**src/hw/rtl/pmst_pkg.sv**
```systemverilog
// Shared constants and types for the Prim spanning-tree block.
package pmst_pkg;

  localparam int MAX_V  = 32;
  localparam int VID_W  = $clog2(MAX_V);
  localparam int CNT_W  = VID_W + 1;
  localparam int WB     = 16;
  localparam int CW     = WB + 1;
  localparam int ADDR_W = 2 * VID_W;
  localparam int TOT_W  = 21;

  localparam logic [CW-1:0]    NO_EDGE   = {1'b1, {WB{1'b0}}};
  localparam logic [TOT_W-1:0] TOTAL_MAX = {TOT_W{1'b1}};

  localparam logic CFG_VCOUNT = 1'b0;
  localparam logic CFG_START  = 1'b1;
  localparam logic OP_LOAD    = 1'b0;

  typedef struct packed {
    logic [CW-1:0]    cost;
    logic [VID_W-1:0] from;
    logic             in_tree;
  } cell_t;

endpackage

```
**src/hw/rtl/pmst_cell.sv**
```systemverilog
// One vertex cell of the rotating cost ring.
module pmst_cell (
  input  logic           clk,
  input  logic           shift,
  input  pmst_pkg::cell_t din,
  output pmst_pkg::cell_t dout
);

  pmst_pkg::cell_t data_r;

  always_ff @(posedge clk) begin
    if (shift) begin
      data_r <= din;
    end
  end

  assign dout = data_r;

endmodule

```
**config.mk**
```make
export PLATFORM = sky130hd
export DESIGN_NAME = pmst_cell
export DESIGN_NICKNAME = d
export VERILOG_FILES = /design/src/hw/rtl/pmst_pkg.sv /design/src/hw/rtl/pmst_cell.sv
export SDC_FILE = /design/constraint.sdc
export NUM_CORES = 1
export LEC_CHECK = 0
export BUFFER_PORTS_ARGS = -buffer_cell sky130_fd_sc_hd__buf_2
export CAP_MARGIN = 20
export CORE_ASPECT_RATIO = 1.2
export CORE_MARGIN = 1
export CORE_UTILIZATION = 38
export DETAILED_ROUTE_END_ITERATION = 8
export GPL_ROUTABILITY_DRIVEN = 0
export PLACE_DENSITY = 0.84
export SYNTH_ARGS = -nofsm -noshare
export SYNTH_HDL_FRONTEND = slang
export SYNTH_SLANG_ARGS = --single-unit
```
**constraint.sdc**
```tcl
create_clock -name clk -period 0.8 [get_ports clk]
set_clock_uncertainty 0.2 [all_clocks]
set_input_delay 0.04 -clock clk [delete_from_list [all_inputs] [get_ports clk]]
set_output_delay 0.04 -clock clk [all_outputs]
set_load 0.03 [all_outputs]
```
==> results.cfg, run 1 <==
[pwr]
p_clk_share_pct = 20.4
swShare_pct = 25.4
vdd_drop_max_mv = 1.57
switchingPower_mw = 0.652
p_comb_share_pct = 22.2
p_seq_share_pct = 57.4
internal-power_mw = 1.92
leakage_nw = 0.587
p_per_area_nw_per_um2 = 1850

[drt]
ant_nets = 0
drt-total-wl_um = 1440
drc_errors = 0
first_pass_iters = 2
routedWlPerCell_um = 12.4
vias = 504
drt-vias-per-instance = 4.34
drt_iter0_drc = 1

[floorplan]
num_rows = 16
dieWidth_um = 40.9
core_sq_um = 1660
die_y_um = 48.7
dieArea_sq_um = 1990
start_util_pct = 41.6
io-pin-count = 48

[grt]
use_met3_pct = 5.05
grt_pass1_vias = 415
grt_util_met2_pct = 21.1
grt_first_pass_wirelength_um = 1750
grt_start_max_net_pins = 15
grt_overflow_total = 0
grt.total_usage_pct = 13.7
grt_use_met1_pct = 15.1
antenna_found_initial = 0
top_usage_layer = met2

[logic_synthesis]
synthAdderAreaFrac_pct = 0
synth_compound_area_share_pct = 0
synth.cell_area_sq_um = 691
seq_area_frac_synth_pct = 100
synthCells = 23
yosys.area_share.simple_pct = 0
yosys_warnings = 0
synth_xor_area_share_pct = 0
synth-seq-cells = 23
syn_nets = 48
synth_top_area_cell = edfxtp_1
syn_area_per_cell_sq_um = 30.0
synth_cell_type_count = 1
synth.top_cell.area_share_pct = 100
synth.mux.area_fraction_pct = 0
yosys-top-cells-area = edfxtp_1 (100%)

[placed_design]
placed_cells = 90
dpl_cell_area_sq_um = 988
pre_cts_ws_ps = -28.8
port_buffers = 47

[critical_path]
cp_num_buf_inv = 1
critPathTopFamily = flip-flops
crit_chain = buf_6
crit_fanout = 1
crit_type = reg -> out
crit_path_end_kind = output port
cpMaxStageDelayCell = edfxtp_1
crit_path_max_incr_delay_ps = 430
crit_path_start_kind = register
critical_path_required_ps = 560
critical_path_arrival_ps = 890

[clock_network]
cts_max_path_buffers = 2
cts_buffers = 3
cts_setup_buffers = 0
cts_tree = done
cts-root-buf = clkbuf_4
clk_pin_slew_ps = 130
cts.sinks = 23
htree_num_levels = 1

[finish]
nNetsFinal = 124
final_cells = 116
n_antenna_cell = 0
final_cell_area_sq_um = 1390
multi_input_cells = 0
fin_util_pct = 83.4
layout_common_cells = edfxtp_1 (23), dlygate4sd3_1 (23), buf_2 (23), buf_6 (23), clkbuf_4 (3)
nFillCells = 80
multi_input_area_sq_um = 0
syn2layout_area_growth_pct = 101
largest_reg_flops = 23
drive_above_1_share_pct = 53.1

[timing]
rsz0062_at_grt = true
fin_crit_sh_pct = 141
relSlewSlack_pct = 91.6
fin_setup_tns_ps = -7100
fmax_mhz = 884
hold_viol_final = 23
slew_viol_final = 0
setup_violations = 37
fin_crit_ps = 1130
holdWs_ps = -81.8
tightestPinTransition_ps = 127
timing.final.ws_setup_ps = -331

[run_status]
status = complete, but fails checks
violations = hold timing, setup timing

[run]
cap_violations = 0

[min_path]
hp-class = in -> reg
[logic make-up (layout without fill, tap and decap cells)]
logic type / count (synthesis) / count (layout)
buf+inv: 0 / 75
flops: 23 / 23
[final cells by class]
class | count | area, sq um | share of cell area, %
Clock buffer | 3 | 22.5 | 1.63
Tap cell | 18 | 22.5 | 1.63
Timing Repair Buffer | 71 | 644 | 46.5
Clock inverter | 1 | 5.00 | 0.361
Sequential cell | 23 | 691 | 49.9
[power groups by stage]
stage | registers, mW | clock network [mW] | logic (mW)
after detailed placement | 1.48 | 0 | 0.380
after global routing | 1.49 | 0.593 | 0.597
after global placement | 1.47 | 0 | 0.375
final | 1.47 | 0.524 | 0.569
after floorplan | 1.68 | 0 | 0
after CTS | 1.47 | 0.532 | 0.514
[synthesized netlist by cell type]
master    number
edfxtp_1      23
[final timing paths]
check / startpoint / to / cells after the start
setup / recovery: dout[15]$_DFFE_PP_ / dout[15] / 1
hold / removal: shift / dout[11]$_DFFE_PP_ / 2
[layer usage]
layer,vias to the layer above,part of all wire (%)
met4,0,0.83
met1,225,35
li1,241,-
met5,-,0
met2,36,54
met3,2,10
[per-stage QoR]
stage	power [mW]	hold slack [ps]
2_1_floorplan	1.68	-61.1
4_1_cts	2.52	-305
6_report	2.57	-81.8
5_1_grt	2.68	-99.6
3_3_place_gp	1.85	16.4
3_5_place_dp	1.86	18.4
[timing repair]
action | CTS | global route
hold endpoints to repair | 46 | 38
hold buffers | 8 | 15
pin swaps | 0 | 0
setup endpoints to repair | 23 | 24
gates resized for setup | 46 | 0
Note: power is estimated with default switching activity, not from simulation.
==> inputs of run 2 (changes only) <==
Clock period 0.8 ns to 1.2 ns, I/O delays scaled along.
==> results.cfg, run 2 (synthesized netlist as in run 1, its figures left out) <==
[timing]
fin_setup_tns_ps = 0
setup_violations = 0
holdWs_ps = 258
tightestPinTransition_ps = 179
timing.final.ws_setup_ps = 51.9
fmax_mhz = 871
fin_crit_sh_pct = 95.7
hold_viol_final = 0
fin_crit_ps = 1150
relSlewSlack_pct = 88.1
slew_viol_final = 0
rsz0062_at_grt = false

[finish]
fin_util_pct = 74.0
n_antenna_cell = 0
drive_above_1_share_pct = 52.0
largest_reg_flops = 23
final_cells = 118
layout_common_cells = buf_2 (47), dlygate4sd3_1 (24), edfxtp_1 (23)
multi_input_cells = 0
final_common_cell = buf_2
nFillCells = 114
multi_input_area_sq_um = 0
nNetsFinal = 126
final_cell_area_sq_um = 1230
syn2layout_area_growth_pct = 78.1

[critical_path]
critical_path_arrival_ps = 890
critPathTopFamily = flip-flops
crit_type = reg -> out
critical_path_required_ps = 940
crit_path_max_incr_delay_ps = 390
crit_fanout = 1
crit_path_start_kind = register
crit_chain = buf_2
cp_num_buf_inv = 1
crit_path_end_kind = output port
cpMaxStageDelayCell = edfxtp_1

[floorplan]
num_rows = 16
start_util_pct = 41.6
dieWidth_um = 40.9
io-pin-count = 48
die_y_um = 48.7
dieArea_sq_um = 1990
core_sq_um = 1660

[min_path]
whs_path_depth = 2
hold_path_end = dout[15]$_DFFE_PP_
hp-class = in -> reg
hold_start = din[15]

[grt]
antenna_found_initial = 0
grt_pass1_vias = 515
grt_start_max_net_pins = 15
grt_overflow_total = 0
grt_first_pass_wirelength_um = 2010
grt.total_usage_pct = 15.7

[drt]
first_pass_iters = 2
drt_iter0_drc = 8
drc_errors = 0
vias = 499
drt-total-wl_um = 1420
drt-vias-per-instance = 4.23
ant_nets = 0
routedWlPerCell_um = 12.0

[pwr]
p_clk_share_pct = 21.1
p_comb_share_pct = 18.8
swShare_pct = 25.1
vdd_drop_max_mv = 0.953
p_per_area_nw_per_um2 = 1310
internal-power_mw = 1.20
leakage_nw = 0.535
p_total_mw = 1.61
switchingPower_mw = 0.405
p_seq_share_pct = 60.1

[clock_network]
clk_pin_slew_ps = 120
cts-root-buf = clkbuf_4
htree_num_levels = 1
cts_setup_buffers = 0
cts.sinks = 23
cts_buffers = 3
cts_tree = done
cts_resized = 0
cts_max_path_buffers = 2
hold_buffers = 24

[placed_design]
dpl_cell_area_sq_um = 963
port_buffers = 47
placed_cells = 90
pre_cts_ws_ps = 322

[run]
cap_violations = 0

[run_status]
status = completed
-- run 2: changes by cell type in the layout (fill, tap and decap cells not counted) --
cell,before,now
buf_4,0,2
buf_12,2,0
clkinv_2,1,0
dlygate4sd3_1,23,24
buf_6,23,0
buf_2,23,47
clkbuf_1,0,1
-- run 2: area by class of cell --
cell class              count  area (sq um)  share of cell area (%)
repair buffers             73           490                    39.9
flip-flops and latches     23           691                    56.2
clock buffers               4          26.3                    2.14
well taps                  18          22.5                    1.83
-- run 2: metal layers --
metal	GRT usage, %	vias up	wire length, um
met5	0	-	0
li1	-	248	-
met2	25.3	34	722
met1	17.4	215	551
met3	4.59	2	131
met4	8.33	0	12
-- run 2: power by group through the flow --
stage / registers [mW] / clock network, mW / logic, mW
after global routing: 0.975 / 0.387 / 0.321
after CTS: 0.967 / 0.350 / 0.302
after global placement: 0.983 / 0 / 0.239
final: 0.967 / 0.340 / 0.302
after detailed placement: 0.985 / 0 / 0.243
after floorplan: 1.12 / 0 / 0
-- run 2: worst max path at each step --
stage / start / to / slack, ps / cells past startpoint
detailed placement: shift / dout[13]$_DFFE_PP_ / 320 / 2
global placement: shift / dout[13]$_DFFE_PP_ / 330 / 2
global route: dout[17]$_DFFE_PP_ / dout[17] / 5 / 1
floorplan: dout[0]$_DFFE_PP_ / dout[0] / 440 / 0
finish: dout[20]$_DFFE_PP_ / dout[20] / 50 / 1
CTS: dout[3]$_DFFE_PP_ / dout[3] / 50 / 1
