## config.mk

```make
export PLATFORM = sky130hd
export DESIGN_NAME = pmst_ram
export DESIGN_NICKNAME = d
export VERILOG_FILES = /design/src/hw/rtl/pmst_ram.sv
export SDC_FILE = /design/constraint.sdc
export NUM_CORES = 1
export LEC_CHECK = 0
export BUFFER_PORTS_ARGS = -buffer_cell sky130_fd_sc_hd__buf_2
export CAP_MARGIN = 10
export CORE_UTILIZATION = 60
export CTS_CLUSTER_SIZE = 8
export DETAILED_ROUTE_END_ITERATION = 10
export PLACE_DENSITY_LB_ADDON = 0.12
export SLEW_MARGIN = 30
export SYNTH_ARGS = -nofsm -noshare
export SYNTH_HDL_FRONTEND = slang
export SYNTH_SLANG_ARGS = --single-unit
```

## constraint.sdc

```tcl
create_clock -name clk -period 2.1 [get_ports clk]
set_clock_uncertainty 0.1 [all_clocks]
set_input_delay 0.105 -clock clk [delete_from_list [all_inputs] [get_ports clk]]
set_output_delay 0.105 -clock clk [all_outputs]
set_load 0.01 [all_outputs]
```

## src/hw/rtl/pmst_ram.sv

```systemverilog
// Generic single-write, single-read RAM with registered read data.
module pmst_ram #(
  parameter int W = 8,
  parameter int D = 16
) (
  input  logic                 clk,
  input  logic                 we,
  input  logic [$clog2(D)-1:0] waddr,
  input  logic [W-1:0]         wdata,
  input  logic [$clog2(D)-1:0] raddr,
  output logic [W-1:0]         rdata
);

  logic [W-1:0] mem [D];

  always_ff @(posedge clk) begin
    if (we) begin
      mem[waddr] <= wdata;
    end
    rdata <= mem[raddr];
  end

endmodule

```

==> reports/results.tsv, run 1 <==
stage	metric	value	unit
outcome	status	complete, no violations	
sta	rsz0062_at_grt	false	
clocking	clk_latency	0.52	ns
sta	period_needed	1.59	ns
final_layout	drive_gt1_frac	0.315	
detailed_routing	drt_iter0_drc	185	
die	dieArea	8950	sq um
synthesis	synth_area_leaders	edfxtp_1 75%, mux4_2 7.9%, mux4_1 7.1%	
clocking	postCtsResizedCells	0	
final_layout	postLayoutCoreUtil	0.746	
sta	fmax	629	MHz
synthesis	synth_top_area_share	0.747	
power	netSwitchingFraction	0.206	
sta	tns	0	ns
synthesis	syn-cell-area	5150	sq um
placed_design	io_buffers	25	
synthesis	netlist.top_cell.by_area	edfxtp_1	
clocking	cts.sink_count	136	
power	power.internal	4.98	mW
placed_design	gp_congestion	0.724	
synthesis	synth_edf_count	128	
die	io_pins	26	
global_route	grt_remaining_overflow	0	
sta	finalSetupViolCount	0	
synthesis	synth-main-ff-cell	edfxtp_1	
setup_path	crit_type	flop to flop	
synthesis	ys_types	19	
detailed_routing	via_per_inst	6.05	
synthesis	synth_area_per_cell	22.5	sq um
synthesis	synth_cells	229	
synthesis	synth-seq-cells	136	
power	irDropWorstVdd	0.583	mV
synthesis	synthMostInstantiatedCell	edfxtp_1	
power	netSwitchingPower	1.29	mW
final_layout	n_antenna_cell	0	
global_route	antenna_found_initial	0	
setup_path	required	2.39	ns
power	pwr-share-comb	0.047	
final_layout	fin_nets	310	
flow_run	max-cap-violations	0	
sta	slew_viol_final	0	
detailed_routing	detail_route.wl_per_cell	23.8	um
synthesis	netlist_top_cells_count	128 x edfxtp_1, 18 x mux4_2, 16 x a22oi_1	
die	start_util	0.623	
die	core	8260	sq um
clocking	cts.clk_slew.worst_paths	0.06	ns
sta	hold_ws	0.0495	ns
global_route	grt_first_pass_wirelength	14700	um
final_layout	final_area	6160	sq um
die	die_h	94.6	um
clocking	holdBufCountCts	8	
global_route	grt_max_degree	23	
power	leakagePower	2.12	nW
placed_design	placed_area	5490	sq um
detailed_routing	drc	0	
detailed_routing	drt_pass1_iterations	4	
sta	relSlewSlack	0.517	
setup_path	cp-start-kind	flop	
synthesis	synthArstFlopShare	0	
placed_design	place_hpwl	5880	um
clocking	cts_tree	built	
power	p_total	6.27	mW
power	powerDensity	1020	nW/um^2
setup_path	path_max_fanout	1	
synthesis	synth_nets	247	
setup_path	arrival	1.87	ns
clocking	ctsRootBufferMaster	clkbuf_8	
die	die_w	94.6	um
sta	fin_crit_sh	0.757	
sta	hold_violations	0	
setup_path	end_kind	flop	
clocking	cts_buffers	17	
clocking	htree_levels	4	
sta	worst_pin_slew	0.722	ns
clocking	clockBufferDepth	2	
synthesis	ys_warn_count	0	
synthesis	ys_seq_area_frac	0.778	
global_route	grt_use_total	0.251	
clocking	cts_setup_buffers	0	
detailed_routing	num_vias	2479	
detailed_routing	wl	9760	um
power	pwr-share-seq	0.487	
worst_hold_path	min_path_type	primary input to flop	
die	rows	33	
global_route	grt_pass1_vias	2554	
final_layout	syn_to_final_growth	19.7	%
detailed_routing	ant_nets	0	
power	pwr-share-clk	0.466	
## final cells by class
| cell class | count | area (sq um) |
|---|---|---|
| Sequential cell | 136 | 4000 |
| Multi-Input combinational cell | 83 | 1060 |
| Fill cell | 467 | 2100 |
| Clock inverter | 14 | 176 |
| Tap cell | 105 | 131 |
| Timing Repair Buffer | 54 | 375 |
| Clock buffer | 18 | 418 |
## critical path, cell delays in order (launching register included)
cell and delay, ns:
edfxtp_1 0.37, mux4_2 0.48, a22oi_1 0.40, nand2_1 0.10
## path summary, 6_finish.rpt
path	from	end	slack (ns)	cells past startpoint
worst max-delay path	mem[11][6]	rdata[6]	0.51	3
worst min register to register	mem[4][1]	rdata[1]	0.58	3
worst min-delay path	waddr[0]	mem[0][6]	0.05	3
worst max register to register	mem[11][6]	rdata[6]	0.51	3
## per-layer routing
layer,global-route usage,up-vias,share of wire
met2,0.391,96,0.52
li1,-,1098,-
met4,0.139,0,0.021
met5,0,-,0
met1,0.324,1272,0.39
met3,0.0660,13,0.065
## kinds of logic after synthesis
| logic type | after synthesis | synth area share |
|---|---|---|
| AND/OR/NAND/NOR | 35 | 0.0318 |
| AO/OA/AOI/OAI | 16 | 0.0233 |
| buffers and inverters | 10 | 0.0168 |
| multiplexers | 32 | 0.150 |
| flip-flops | 136 | 0.778 |
## power groups by stage
stage          combinational (mW)  sequential, mW  clock, mW
2_1_floorplan               0.154            3.11          0
3_3_place_gp                0.275            3.11          0
3_5_place_dp                0.282            3.11          0
4_1_cts                     0.298            3.06       2.95
5_1_grt                     0.319            3.06       3.05
6_report                    0.293            3.05       2.92
## state kept, by name (all words and copies together), names as in the netlist
| signal | cells |
|---|---|
| mem | 128 |
| rdata | 8 |
## cell usage in the layout (no fill, tap or decap)
cell type,n
nand3b_1,2
clkinvlp_4,5
and2b_1,1
clkbuf_8,1
nor3_1,4
nand2_1,9
buf_2,25
buf_12,1
bufinv_16,3
nor2_1,13
inv_6,1
clkinv_2,1
nand3_1,1
or3b_2,1
edfxtp_1,128
clkinv_4,4
clkbuf_1,1
and2_1,1
a22oi_1,16
mux4_2,18
nor2b_1,1
mux4_1,14
dfxtp_1,8
dlygate4sd3_1,8
buf_4,20
clkbuf_16,16
nand2b_1,2
## stage by stage
| step | setup slack [ns] | std cells |
|---|---|---|
| 2_1_floorplan | 0.402 | 229 |
| 4_1_cts | 0.548 | 410 |
| 3_5_place_dp | 0.332 | 370 |
| 6_report | 0.511 | 410 |
| 3_3_place_gp | 0.346 | 370 |
| 5_1_grt | 0.482 | 410 |
Power figures use the tool's default switching activity.
==> run 2, diff against run 1 <==
==> constraint.sdc (replaced) <==
create_clock -name clk -period 1.5 [get_ports clk]
set_clock_uncertainty 0.1 [all_clocks]
set_input_delay 0.075 -clock clk [delete_from_list [all_inputs] [get_ports clk]]
set_output_delay 0.075 -clock clk [all_outputs]
set_load 0.01 [all_outputs]
==> run 2 against run 1 <==
  * Combinational power grew 51%
  * Largest power group is now the clock network
  * Sequential share of layout area shrank 1.7 points
  * First-iteration DRC count rose by 2.2%
  * Critical path depth unchanged
==> reports/results.tsv, run 2 (synthesis gave the netlist of run 1 again) <==
stage	metric	value	unit	change
setup_path	path_max_fanout	1		unchanged
worst_hold_path	min_path_type	primary input to flop		
die	die_h	94.6	um	unchanged
setup_path	critPathMaxStageDelay	0.53	ns	+0.05 ns
final_layout	largest_register_ffs	128		unchanged
clocking	clk_latency	0.52	ns	about the same
power	powerDensity	1470	nW/um^2	+44%
placed_design	io_buffers	25		unchanged
detailed_routing	drc	0		unchanged
detailed_routing	num_vias	2546		+2.7%
placed_design	place_hpwl	5860	um	-0.22%
final_layout	syn_to_final_growth	22.9	%	
die	die_w	94.6	um	unchanged
global_route	grt_remaining_overflow	0		unchanged
detailed_routing	via_per_inst	6.16		+2.0%
clocking	cts_setup_buffers	0		unchanged
flow_run	max-cap-violations	0		unchanged
sta	hold_violations	0		unchanged
die	core	8260	sq um	unchanged
setup_path	critical_path.top_delay_family	multiplexers		
placed_design	placed_cells	373		+0.81%
clocking	cts_buffers	17		unchanged
clocking	htree_levels	4		unchanged
outcome	status	complete, no violations		
final_layout	fin_cells	413		+0.73%
setup_path	arrival	1.73	ns	-0.14 ns
final_layout	fin_nets	313		+0.97%
global_route	antenna_found_initial	0		unchanged
final_layout	final_common_cell	edfxtp_1		
final_layout	fillCellCount	455		-2.6%
global_route	grt_first_pass_wirelength	14400	um	-1.9%
final_layout	regArea	4000	sq um	unchanged
final_layout	top_register	mem		
sta	slew_viol_final	0		unchanged
final_layout	postLayoutCoreUtil	0.766		+0.0197
clocking	clockBufferDepth	2		unchanged
clocking	ctsRootBufferMaster	clkbuf_8		
placed_design	gp_congestion	0.696		-3.9%
clocking	cts_tree	built		
detailed_routing	detail_route.wl_per_cell	23.4	um	-1.7%
sta	fin_crit_sh	0.956		+0.200
power	leakagePower	2.20	nW	+3.8%
final_layout	n_antenna_cell	0		unchanged
sta	fmax	697	MHz	+11%
setup_path	crit_type	flop to flop		
die	dieArea	8950	sq um	unchanged
final_layout	final_cell_mix	128 x edfxtp_1, 25 x buf_2, 19 x buf_4, 18 x mux4_2, 16 x clkbuf_16		
setup_path	end_kind	flop		
detailed_routing	ant_nets	0		unchanged
final_layout	reg_top3	mem: 128 flops, rdata: 8 flops		
die	io_pins	26		unchanged
sta	period_needed	1.43	ns	-0.154 ns
sta	worst_pin_slew	0.790	ns	+0.0678 ns
sta	finalSetupViolCount	0		unchanged
setup_path	crit_path_top_delay_cell	mux4_1		
detailed_routing	drt_pass1_iterations	5		+1
clocking	cts.clk_slew.worst_paths	0.06	ns	about the same
global_route	grt_max_degree	19		-17%
setup_path	cp_cell_sequence	mux4_1 -> a22oi_2 -> nand2_1		
setup_path	required	1.80	ns	-0.59 ns
power	irDropWorstVdd	1.06	mV	+81%
clocking	cts.sink_count	136		unchanged
detailed_routing	wl	9660	um	-1.0%
final_layout	multiInputGateArea	1080	sq um	+2.4%
global_route	grt_use_total	0.242		-0.00823
detailed_routing	drt_iter0_drc	189		+2.2%
sta	rsz0062_at_grt	false		
final_layout	drive_gt1_frac	0.334		+0.0197
setup_path	cp-start-kind	flop		
setup_path	crit_buf_inv	0		unchanged
global_route	grt_pass1_vias	2492		-2.4%
die	rows	33		unchanged
sta	relSlewSlack	0.472		-0.0445
die	start_util	0.623		unchanged
==> run 2: repair_timing <==
action,4_1_cts,5_1_grt
hold buffers,8,0
gates resized for setup,0,4
endpoints found under the hold margin,128,0
setup endpoints to repair,0,4
==> run 2: metrics by stage <==
stage	total power, mW	instance area, sq um	hold WS [ns]	setup WS, ns	setup TNS (ns)
final	9.29	6320	0.0201	0.0654	0
after global routing	9.54	6320	0.00783	0.0298	0
after CTS	9.33	6300	0.000320	0.0150	0
after detailed placement	4.77	5570	0.372	-0.108	-0.395
after global placement	4.76	5570	0.366	-0.0803	-0.276
after floorplan	4.57	5150	0.0739	0.0589	0
==> run 2: worst min-delay path: stages <==
cell and delay [ns]:
buf_2 0.15, nor3_2 0.06, buf_4 0.17
==> run 2: cell type report <==
cell class	instances	share of cell area
sequential	136	0.633
multi-input combinational	83	0.171
timing repair buffer	57	0.0708
clock buffer	20	0.0688
clock inverter	12	0.0354
tap	105	0.0208
==> run 2: per-layer routing <==
layer  global-route usage  share of wire  routed length (um)
met4               0.0644         0.0052                  50
met2                0.374           0.51                4960
met1                0.337           0.42                4090
met5                    0              0                   0
met3               0.0805          0.058                 562
==> run 2: report_power, final <==
part | switching (mW) | internal [mW]
clock network | 1.49 | 3.08
registers | 0.0250 | 4.25
logic | 0.234 | 0.207
==> run 2: worst paths after layout <==
check / from / end / slack [ns] / cells after the start
worst max-delay path: mem[1][0] / rdata[0] / 0.07 / 3
worst min-delay path: waddr[0] / mem[0][2] / 0.02 / 3
worst max register to register: mem[1][0] / rdata[0] / 0.07 / 3
worst min register to register: mem[14][0] / rdata[0] / 0.57 / 3
